<file path="config.mk">
export PLATFORM = sky130hd
export DESIGN_NAME = date_period_overlap_days_top
export DESIGN_NICKNAME = d
export VERILOG_FILES = /design/src/rtl/core/dpod_pkg.sv /design/src/rtl/core/dpod_ctrl.sv /design/src/rtl/core/dpod_dp.sv /design/src/rtl/core/date_period_overlap_days_top.sv
export SDC_FILE = /design/constraint.sdc
export NUM_CORES = 1
export LEC_CHECK = 0
export BUFFER_PORTS_ARGS = -buffer_cell sky130_fd_sc_hd__buf_2
export CAP_MARGIN = 20
export CORE_UTILIZATION = 45
export DETAILED_ROUTE_END_ITERATION = 8
export PLACE_DENSITY_LB_ADDON = 0.12
export SLEW_MARGIN = 5
export SYNTH_ARGS = -nofsm -noshare
export SYNTH_HDL_FRONTEND = slang
export SYNTH_SLANG_ARGS = --single-unit
</file>
<file path="constraint.sdc">
create_clock -name i_clk -period 8.9 [get_ports i_clk]
set_input_delay 1.335 -clock i_clk [delete_from_list [all_inputs] [get_ports i_clk]]
set_output_delay 1.335 -clock i_clk [all_outputs]
set_load 0.05 [all_outputs]
</file>
<file path="src/rtl/core/dpod_pkg.sv">
// Shared types, constants and calendar tables for the date period overlap block.
package dpod_pkg;

    localparam int unsigned YEAR_W  = 14;
    localparam int unsigned MONTH_W = 4;
    localparam int unsigned DAY_W   = 5;
    localparam int unsigned SER_W   = 22;
    localparam int unsigned CUM_W   = 9;
    localparam int unsigned NUM_DATES = 4;
    localparam int unsigned IDX_W   = 2;

    localparam int unsigned YEAR_MAX   = 9999;
    localparam int unsigned DAYS_YEAR  = 365;
    // Reciprocal of 25 scaled by 2**16; exact floor for dividends below 4096
    localparam int unsigned RECIP_25   = 2622;
    localparam int unsigned RECIP_SHIFT = 16;
    localparam int unsigned PROD_W     = 24;

    localparam logic [MONTH_W-1:0] MONTH_JAN = 4'd1;
    localparam logic [MONTH_W-1:0] MONTH_FEB = 4'd2;

    typedef struct packed {
        logic [YEAR_W-1:0]  year;
        logic [MONTH_W-1:0] month;
        logic [DAY_W-1:0]   day;
    } t_date;

    // Commands from the sequencer to the datapath
    typedef struct packed {
        logic             load;
        logic             conv;
        logic [IDX_W-1:0] idx;
        logic             window;
        logic             finish;
    } t_cmd;

    // Days in the month; 0 for a month code outside January..December
    function automatic logic [DAY_W-1:0] month_len(input logic [MONTH_W-1:0] month,
                                                   input logic leap);
        logic [DAY_W-1:0] len;
        unique case (month)
            4'd1, 4'd3, 4'd5, 4'd7, 4'd8, 4'd10, 4'd12: len = 5'd31;
            4'd4, 4'd6, 4'd9, 4'd11:                     len = 5'd30;
            4'd2:                                        len = leap ? 5'd29 : 5'd28;
            default:                                     len = 5'd0;
        endcase
        return len;
    endfunction

    // Days of the year that lie before the first of the month
    function automatic logic [CUM_W-1:0] days_before(input logic [MONTH_W-1:0] month,
                                                     input logic leap);
        logic [CUM_W-1:0] cum;
        unique case (month)
            4'd1:    cum = 9'd0;
            4'd2:    cum = 9'd31;
            4'd3:    cum = 9'd59;
            4'd4:    cum = 9'd90;
            4'd5:    cum = 9'd120;
            4'd6:    cum = 9'd151;
            4'd7:    cum = 9'd181;
            4'd8:    cum = 9'd212;
            4'd9:    cum = 9'd243;
            4'd10:   cum = 9'd273;
            4'd11:   cum = 9'd304;
            4'd12:   cum = 9'd334;
            default: cum = 9'd0;
        endcase
        if (leap && (month > MONTH_FEB)) begin
            cum = cum + 9'd1;
        end
        return cum;
    endfunction

endpackage

</file>
<file path="src/rtl/core/dpod_ctrl.sv">
// Sequencer: steps the four dates through the converter, then the window and result.
module dpod_ctrl (
    input  logic            i_clk,
    input  logic            i_rst_n,
    input  logic            start,
    output logic            busy,
    output logic            o_done,
    output dpod_pkg::t_cmd  o_cmd
);

    typedef enum logic [2:0] {
        S_IDLE,
        S_CONV,
        S_DRAIN,
        S_WINDOW,
        S_FINISH
    } t_state;

    t_state                     r_state, n_state;
    logic [dpod_pkg::IDX_W-1:0] r_cnt, n_cnt;
    logic                       r_busy, n_busy;
    logic                       r_done, n_done;
    logic                       w_accept;

    assign w_accept = start && !r_busy;

    always_comb begin
        n_state = r_state;
        n_cnt   = r_cnt;
        n_busy  = r_busy;
        n_done  = 1'b0;
        unique case (r_state)
            S_IDLE: begin
                if (w_accept) begin
                    n_state = S_CONV;
                    n_cnt   = '0;
                    n_busy  = 1'b1;
                end
            end
            S_CONV: begin
                n_cnt = r_cnt + 1'b1;
                if (r_cnt == dpod_pkg::IDX_W'(dpod_pkg::NUM_DATES - 1)) begin
                    n_state = S_DRAIN;
                    n_cnt   = '0;
                end
            end
            S_DRAIN: begin
                // wait for the last date to leave the two later converter stages
                n_cnt = r_cnt + 1'b1;
                if (r_cnt == dpod_pkg::IDX_W'(1)) begin
                    n_state = S_WINDOW;
                end
            end
            S_WINDOW: begin
                n_state = S_FINISH;
            end
            S_FINISH: begin
                n_state = S_IDLE;
                n_busy  = 1'b0;
                n_done  = 1'b1;
            end
            default: begin
                n_state = S_IDLE;
                n_busy  = 1'b0;
            end
        endcase
    end

    always_ff @(posedge i_clk) begin
        if (!i_rst_n) begin
            r_state <= S_IDLE;
            r_cnt   <= '0;
            r_busy  <= 1'b0;
            r_done  <= 1'b0;
        end else begin
            r_state <= n_state;
            r_cnt   <= n_cnt;
            r_busy  <= n_busy;
            r_done  <= n_done;
        end
    end

    assign busy         = r_busy;
    assign o_done       = r_done;
    assign o_cmd.load   = w_accept;
    assign o_cmd.conv   = (r_state == S_CONV);
    assign o_cmd.idx    = r_cnt;
    assign o_cmd.window = (r_state == S_WINDOW);
    assign o_cmd.finish = (r_state == S_FINISH);

endmodule

</file>
<file path="src/rtl/core/dpod_dp.sv">
// Datapath: date store, three-stage serial-day converter, window and result registers.
module dpod_dp (
    input  logic                           i_clk,
    input  logic                           i_rst_n,
    input  dpod_pkg::t_cmd                 i_cmd,
    input  dpod_pkg::t_date                i_date0,
    input  dpod_pkg::t_date                i_date1,
    input  dpod_pkg::t_date                i_date2,
    input  dpod_pkg::t_date                i_date3,
    output logic [dpod_pkg::SER_W-1:0]     o_overlap_days,
    output logic                           o_has_overlap,
    output logic                           o_date_invalid
);

    localparam int unsigned YW = dpod_pkg::YEAR_W;
    localparam int unsigned QW = dpod_pkg::YEAR_W - 2;
    localparam int unsigned PW = dpod_pkg::PROD_W;
    localparam int unsigned SW = dpod_pkg::SER_W;
    localparam int unsigned CW = PW - dpod_pkg::RECIP_SHIFT;

    dpod_pkg::t_date r_date [dpod_pkg::NUM_DATES];

    // stage A registers
    logic                       r_a_vld;
    logic [dpod_pkg::IDX_W-1:0] r_a_idx;
    dpod_pkg::t_date            r_a_date;
    logic [PW-1:0]              r_a_prodp;
    logic [PW-1:0]              r_a_prody;

    // stage B registers
    logic                       r_b_vld;
    logic [dpod_pkg::IDX_W-1:0] r_b_idx;
    dpod_pkg::t_date            r_b_date;
    logic [SW-1:0]              r_b_base;
    logic                       r_b_leap;

    // stage C results
    logic [SW-1:0]              r_ser [dpod_pkg::NUM_DATES];
    logic                       r_bad;
    logic [SW-1:0]              r_lo;
    logic [SW-1:0]              r_hi;

    dpod_pkg::t_date   w_sel;
    logic [YW-1:0]     w_p;
    logic [QW-1:0]     w_q4p, w_q4y;
    logic [CW-1:0]     w_c100p, w_c100y;
    logic [PW-1:0]     w_base;
    logic [12:0]       w_y100;
    logic              w_div4, w_div100, w_leap;
    logic [YW-1:0]     w_bp;
    logic [dpod_pkg::DAY_W-1:0] w_dim;
    logic [dpod_pkg::CUM_W-1:0] w_cum;
    logic              w_ok;
    logic [SW-1:0]     w_serial;
    logic [SW-1:0]     w_diff;

    // Stage A: year minus one, and quarter years scaled by the reciprocal of 25
    always_comb begin
        w_sel = r_date[i_cmd.idx];
        w_p   = w_sel.year - YW'(1);
        w_q4p = w_p[YW-1:2];
        w_q4y = w_sel.year[YW-1:2];
    end

    // Stage B: century counts, leap flag and days of the whole years before
    always_comb begin
        w_bp     = r_a_date.year - YW'(1);
        w_c100p  = r_a_prodp[PW-1:dpod_pkg::RECIP_SHIFT];
        w_c100y  = r_a_prody[PW-1:dpod_pkg::RECIP_SHIFT];
        w_y100   = 13'(w_c100y) * 13'(25);
        w_div4   = (r_a_date.year[1:0] == 2'b00);
        w_div100 = w_div4 && (w_y100 == 13'(r_a_date.year[YW-1:2]));
        w_leap   = w_div4 && (!w_div100 || (w_c100y[1:0] == 2'b00));
        w_base   = PW'(w_bp) * PW'(dpod_pkg::DAYS_YEAR) + PW'(w_bp[YW-1:2])
                 - PW'(w_c100p) + PW'(w_c100p[CW-1:2]);
    end

    // Stage C: validity check and day of the year
    always_comb begin
        w_dim    = dpod_pkg::month_len(r_b_date.month, r_b_leap);
        w_cum    = dpod_pkg::days_before(r_b_date.month, r_b_leap);
        w_ok     = (r_b_date.year != '0) && (r_b_date.year <= YW'(dpod_pkg::YEAR_MAX))
                && (r_b_date.day != '0) && (r_b_date.day <= w_dim);
        w_serial = r_b_base + SW'(w_cum) + SW'(r_b_date.day);
        w_diff   = r_hi - r_lo + SW'(1);
    end

    // control part of the pipeline
    always_ff @(posedge i_clk) begin
        if (!i_rst_n) begin
            r_a_vld <= 1'b0;
            r_b_vld <= 1'b0;
            r_bad   <= 1'b0;
        end else begin
            r_a_vld <= i_cmd.conv;
            r_b_vld <= r_a_vld;
            if (i_cmd.load) begin
                r_bad <= 1'b0;
            end else if (r_b_vld && !w_ok) begin
                r_bad <= 1'b1;
            end
        end
    end

    // payload
    always_ff @(posedge i_clk) begin
        if (i_cmd.load) begin
            r_date[0] <= i_date0;
            r_date[1] <= i_date1;
            r_date[2] <= i_date2;
            r_date[3] <= i_date3;
        end
        r_a_idx   <= i_cmd.idx;
        r_a_date  <= w_sel;
        r_a_prodp <= PW'(w_q4p) * PW'(dpod_pkg::RECIP_25);
        r_a_prody <= PW'(w_q4y) * PW'(dpod_pkg::RECIP_25);
        r_b_idx   <= r_a_idx;
        r_b_date  <= r_a_date;
        r_b_base  <= w_base[SW-1:0];
        r_b_leap  <= w_leap;
        if (r_b_vld) begin
            r_ser[r_b_idx] <= w_serial;
        end
        if (i_cmd.window) begin
            r_lo <= (r_ser[0] > r_ser[2]) ? r_ser[0] : r_ser[2];
            r_hi <= (r_ser[1] < r_ser[3]) ? r_ser[1] : r_ser[3];
        end
        if (i_cmd.finish) begin
            if (r_bad) begin
                o_overlap_days <= '0;
                o_has_overlap  <= 1'b0;
                o_date_invalid <= 1'b1;
            end else if (r_lo <= r_hi) begin
                o_overlap_days <= w_diff;
                o_has_overlap  <= 1'b1;
                o_date_invalid <= 1'b0;
            end else begin
                o_overlap_days <= '0;
                o_has_overlap  <= 1'b0;
                o_date_invalid <= 1'b0;
            end
        end
    end

endmodule

</file>
<file path="src/rtl/core/date_period_overlap_days_top.sv">
// Top level of the date period overlap block: sequencer and datapath.
// Give two date periods (first and second, each a start and an end date as
// year, month and day) and pulse start while busy is low; the dates are
// sampled at that edge. busy then stays high until the word appears on the
// o_ result ports, marked by o_done for exactly one cycle. The receiver
// cannot stall: take the word in that cycle; the result ports hold it until
// the next result replaces them. The word passes through the single
// serial-day converter, a three-stage pipeline that takes the four dates one
// per cycle and then drains, then through a register that forms the shared
// window and one that forms the result.
// busy falls as o_done rises, so a new start may be given in the o_done
// cycle. o_overlap_days counts the shared days, both ends included;
// o_has_overlap marks a non-empty window; o_date_invalid flags a year outside
// 1..9999, a month outside 1..12 or a day of 0 or past its month's end, and
// then forces the other two to zero.
module date_period_overlap_days_top (
    input  logic                              i_clk,
    input  logic                              i_rst_n,
    input  logic                              start,
    output logic                              busy,
    input  logic [dpod_pkg::YEAR_W-1:0]       i_first_start_year,
    input  logic [dpod_pkg::MONTH_W-1:0]      i_first_start_month,
    input  logic [dpod_pkg::DAY_W-1:0]        i_first_start_day,
    input  logic [dpod_pkg::YEAR_W-1:0]       i_first_end_year,
    input  logic [dpod_pkg::MONTH_W-1:0]      i_first_end_month,
    input  logic [dpod_pkg::DAY_W-1:0]        i_first_end_day,
    input  logic [dpod_pkg::YEAR_W-1:0]       i_second_start_year,
    input  logic [dpod_pkg::MONTH_W-1:0]      i_second_start_month,
    input  logic [dpod_pkg::DAY_W-1:0]        i_second_start_day,
    input  logic [dpod_pkg::YEAR_W-1:0]       i_second_end_year,
    input  logic [dpod_pkg::MONTH_W-1:0]      i_second_end_month,
    input  logic [dpod_pkg::DAY_W-1:0]        i_second_end_day,
    output logic                              o_done,
    output logic [dpod_pkg::SER_W-1:0]        o_overlap_days,
    output logic                              o_has_overlap,
    output logic                              o_date_invalid
);

    dpod_pkg::t_cmd  w_cmd;
    dpod_pkg::t_date w_d0, w_d1, w_d2, w_d3;

    // order the dates as first start, first end, second start, second end
    assign w_d0 = '{year: i_first_start_year,  month: i_first_start_month,
                    day: i_first_start_day};
    assign w_d1 = '{year: i_first_end_year,    month: i_first_end_month,
                    day: i_first_end_day};
    assign w_d2 = '{year: i_second_start_year, month: i_second_start_month,
                    day: i_second_start_day};
    assign w_d3 = '{year: i_second_end_year,   month: i_second_end_month,
                    day: i_second_end_day};

    dpod_ctrl u_ctrl (
        .i_clk   (i_clk),
        .i_rst_n (i_rst_n),
        .start   (start),
        .busy    (busy),
        .o_done  (o_done),
        .o_cmd   (w_cmd)
    );

    dpod_dp u_dp (
        .i_clk          (i_clk),
        .i_rst_n        (i_rst_n),
        .i_cmd          (w_cmd),
        .i_date0        (w_d0),
        .i_date1        (w_d1),
        .i_date2        (w_d2),
        .i_date3        (w_d3),
        .o_overlap_days (o_overlap_days),
        .o_has_overlap  (o_has_overlap),
        .o_date_invalid (o_date_invalid)
    );

    // an accepted word always yields its result strobe
    a_latency: assert property (@(posedge i_clk) disable iff (!i_rst_n)
        (start && !busy) |-> ##9 o_done)
        else $error("result strobe missing after accepted word");

    // the result strobe comes only once the block has gone idle
    a_done_idle: assert property (@(posedge i_clk) disable iff (!i_rst_n)
        o_done |-> !busy)
        else $error("result strobe while busy");

    // an invalid date forces an empty result
    a_invalid_zero: assert property (@(posedge i_clk) disable iff (!i_rst_n)
        (o_done && o_date_invalid) |-> (o_overlap_days == '0) && !o_has_overlap)
        else $error("invalid date with non-zero overlap");

    // a non-empty window covers at least one day
    a_overlap_count: assert property (@(posedge i_clk) disable iff (!i_rst_n)
        (o_done && o_has_overlap) |-> (o_overlap_days != '0) && !o_date_invalid)
        else $error("overlap flagged with no days");

endmodule
</file>
==> results_dict.tcl <==
set metrics [dict create \
    run_status "complete, no violations" \
    cp.required_ns 9.33 \
    post-route-period-util 0.8994 \
    ys.flop_type "edfxtp_1" \
    drive_above_1_share 0.1294 \
    place_ws_ns 0.8440 \
    synth_top_area_cell "edfxtp_1" \
    cp_data_arrival_time_ns 8.43 \
    cts_tree "yes" \
    yosysUniqueCellTypes 74 \
    fp.dieH_um 240.0 \
    core_region_area_um2 55520 \
    antenna_found_initial 2 \
    worstSkewPairLatency_ns 0.57 \
    grt_max_degree 86 \
    final_hold_viol_count 0 \
    num_rows 86 \
    gp_congestion 0.8327 \
    end_kind "flop" \
    drv_slew 0 \
    worst_slack_ns 0.8955 \
    min_period_ns 8.005 \
    vias 15237 \
    worstMarginPinSlew_ns 1.096 \
    syn_nets 2838 \
    final_nets 3003 \
    hold_class "flop to flop" \
    fin_worst_skew_ns 0.02808 \
    cts.sinks 358 \
    cts_buffer_depth 3 \
    grt_usage 0.1704 \
    clk_pin_slew_ns 0.06 \
    critPathLaunchType "flop" \
    synth.avg_cell_area_um2 11.85 \
    drc_errors 0 \
    areaGrowthSynthToFinish_pct 11.64 \
    cts_max_level 2 \
    ys_seq_area_frac 0.3786 \
    setup_viol 0 \
    holdBufCountCts 0 \
    async_flop_share 0 \
    crit_type "flop to flop" \
    io_buffers 120 \
    synthCells 2150 \
    fmax_mhz 124.9 \
    synth_area_leaders "edfxtp_1 29%, ha_1 21%, fa_1 13%" \
    dp_hpwl_um 38150 \
    fill_cells 4941 \
    grt_pass1_wl_um 78200 \
    cts_buffers 43 \
    grt.overflow.total 0 \
    grt_pass1_vias 16226 \
    detail-route-antenna-nets 0 \
    fin_util 0.5124 \
    routed_via_density 4.918 \
    synth-edff-count 248 \
    holdWs_ns 0.3257 \
    firstDrtPassIters 4 \
    critPathMaxFanout 15 \
    yosysWarnings 0 \
    routed_wl_um 46800 \
    cap_viol_max_count 0 \
    synth_area_um2 25480 \
    wl_per_cell_um 15.11 \
    fin_setup_tns_ns 0 \
    post_cts_buffers 0 \
    die-area_um2 57590 \
    antenna_cells 0 \
    dr.first_iter.drc_count 434 \
    rsz0062_at_grt "false" \
    cts_resized 0 \
    cts_root_buffer "clkbuf_16" \
    synth_top_area_share 0.2922 \
    die_x_um 240.0 \
    slew_headroom 0.2696 \
    synth_seq_cells 358 \
    start_util 0.4590 \
    ios 121 \
]
==> synthesized netlist by cell type (all sizes together) (8+ instances only) <==
| library cell | instances |
|---|---|
| dfxtp | 110 |
| nor2b | 20 |
| nand2 | 54 |
| nand2b | 11 |
| a21oi | 68 |
| o21ai | 52 |
| mux2 | 48 |
| and2 | 8 |
| xor2 | 44 |
| nor3 | 22 |
| fa | 164 |
| inv | 422 |
| edfxtp | 248 |
| or3 | 8 |
| nand4 | 19 |
| mux4 | 24 |
| xnor2 | 81 |
| o21a | 13 |
| buf | 8 |
| nor2 | 94 |
| a21o | 52 |
| ha | 429 |
| and3 | 14 |
| a211oi | 12 |
| nand3 | 24 |
==> state kept, by name, indices dropped and copies added, names as in the netlist, 3 cells and up, named ones only <==
register,cells
u_dp.r_date,92
u_dp.r_lo,22
u_dp.r_a_prody,8
u_dp.r_hi,22
u_dp.r_a_prodp,8
u_dp.r_a_date,23
u_dp.r_b_base,22
u_ctrl.r_state,3
u_dp.o_overlap_days,22
u_dp.r_b_date,23
u_dp.r_ser,88
==> worst paths after layout <==
path | startpoint | slack (ns) | end | cells past startpoint
worst min register to register | u_dp.r_a_idx[1] | 0.33 | u_dp.r_b_idx[1] | 0
worst max-delay path | flop | 0.90 | u_dp.r_a_prodp[23] | 27
worst min-delay path | u_dp.r_a_idx[1] | 0.33 | u_dp.r_b_idx[1] | 0
worst max register to register | flop | 0.90 | u_dp.r_a_prodp[23] | 27
==> final cells by class <==
type / instances / area (um^2) / area share
Clock buffer: 59 / 1227 / 0.04314
Clock inverter: 21 / 137.6 / 0.004838
Inverter: 422 / 1585 / 0.05572
Multi-Input combinational cell: 1356 / 14200 / 0.4991
Sequential cell: 358 / 9651 / 0.3392
Tap cell: 748 / 935.9 / 0.03290
Timing Repair Buffer: 134 / 713.2 / 0.02507
==> layout by cell type (no fill, tap or decap), drive strengths merged, types with 44 or more instances in the layout <==
cell type / netlist / routed
fa: 164 / 164
ha: 429 / 429
o21ai: 52 / 52
edfxtp: 248 / 248
a21o: 52 / 52
dfxtp: 110 / 110
nor2: 94 / 94
xor2: 44 / 44
buf: 8 / 134
inv: 422 / 426
clkbuf: 6 / 59
xnor2: 81 / 81
nand2: 54 / 54
mux2: 48 / 48
a21oi: 68 / 68
==> routing by layer <==
layer / part of all wire / vias up / wire length, um / GRT usage
li1: - / 7666 / - / -
met1: 0.42 / 7334 / 19500 / 0.1932
met2: 0.53 / 179 / 24880 / 0.3267
met3: 0.028 / 58 / 1287 / 0.02423
met4: 0.024 / 0 / 1131 / 0.05076
met5: 0 / - / 0 / 0
==> kinds of logic (layout without fill, tap and decap cells) <==
family,Yosys count,in the layout,synth area share
buffers and inverters,436,636,0.06471
multiplexers,79,79,0.04532
AO/OA/AOI/OAI,255,255,0.06707
XOR/XNOR,125,125,0.04502
flip-flops,358,358,0.3786
AND/OR/NAND/NOR,302,302,0.05897
adder cells (fa/ha/maj),595,595,0.3403
==> worst max-delay path, cell delays in order, from the launching register on <==
cell      delay (ns)
dfxtp_2         0.64
mux4_2          0.73
inv_1           0.26
ha_1            0.22
inv_1           0.05
o221a_4         0.29
o21ai_4         0.21
a21boi_2        0.10
o21a_1          0.19
xor2_1          0.36
inv_1           0.24
fa_1            0.52
inv_1           0.04
ha_1            0.30
fa_1            0.47
fa_1            0.55
inv_1           0.06
fa_1            0.54
inv_1           0.04
ha_1            0.31
a21oi_1         0.14
o21ai_0         0.11
a221oi_1        0.42
a311oi_1        0.17
a2111o_1        0.44
a21oi_1         0.23
o21bai_1        0.10
xnor2_1         0.12
==> stage by stage <==
step | std cells | cell area [um^2]
6_report | 3098 | 28450
5_1_grt | 3098 | 28450
4_1_cts | 3097 | 28440
3_5_place_dp | 3017 | 27070
3_3_place_gp | 3017 | 27070
2_1_floorplan | 2150 | 25480
Power is left out: the tool's default activity adds up to more than one toggle a clock period on the data nets, which glitch-free logic cannot reach.
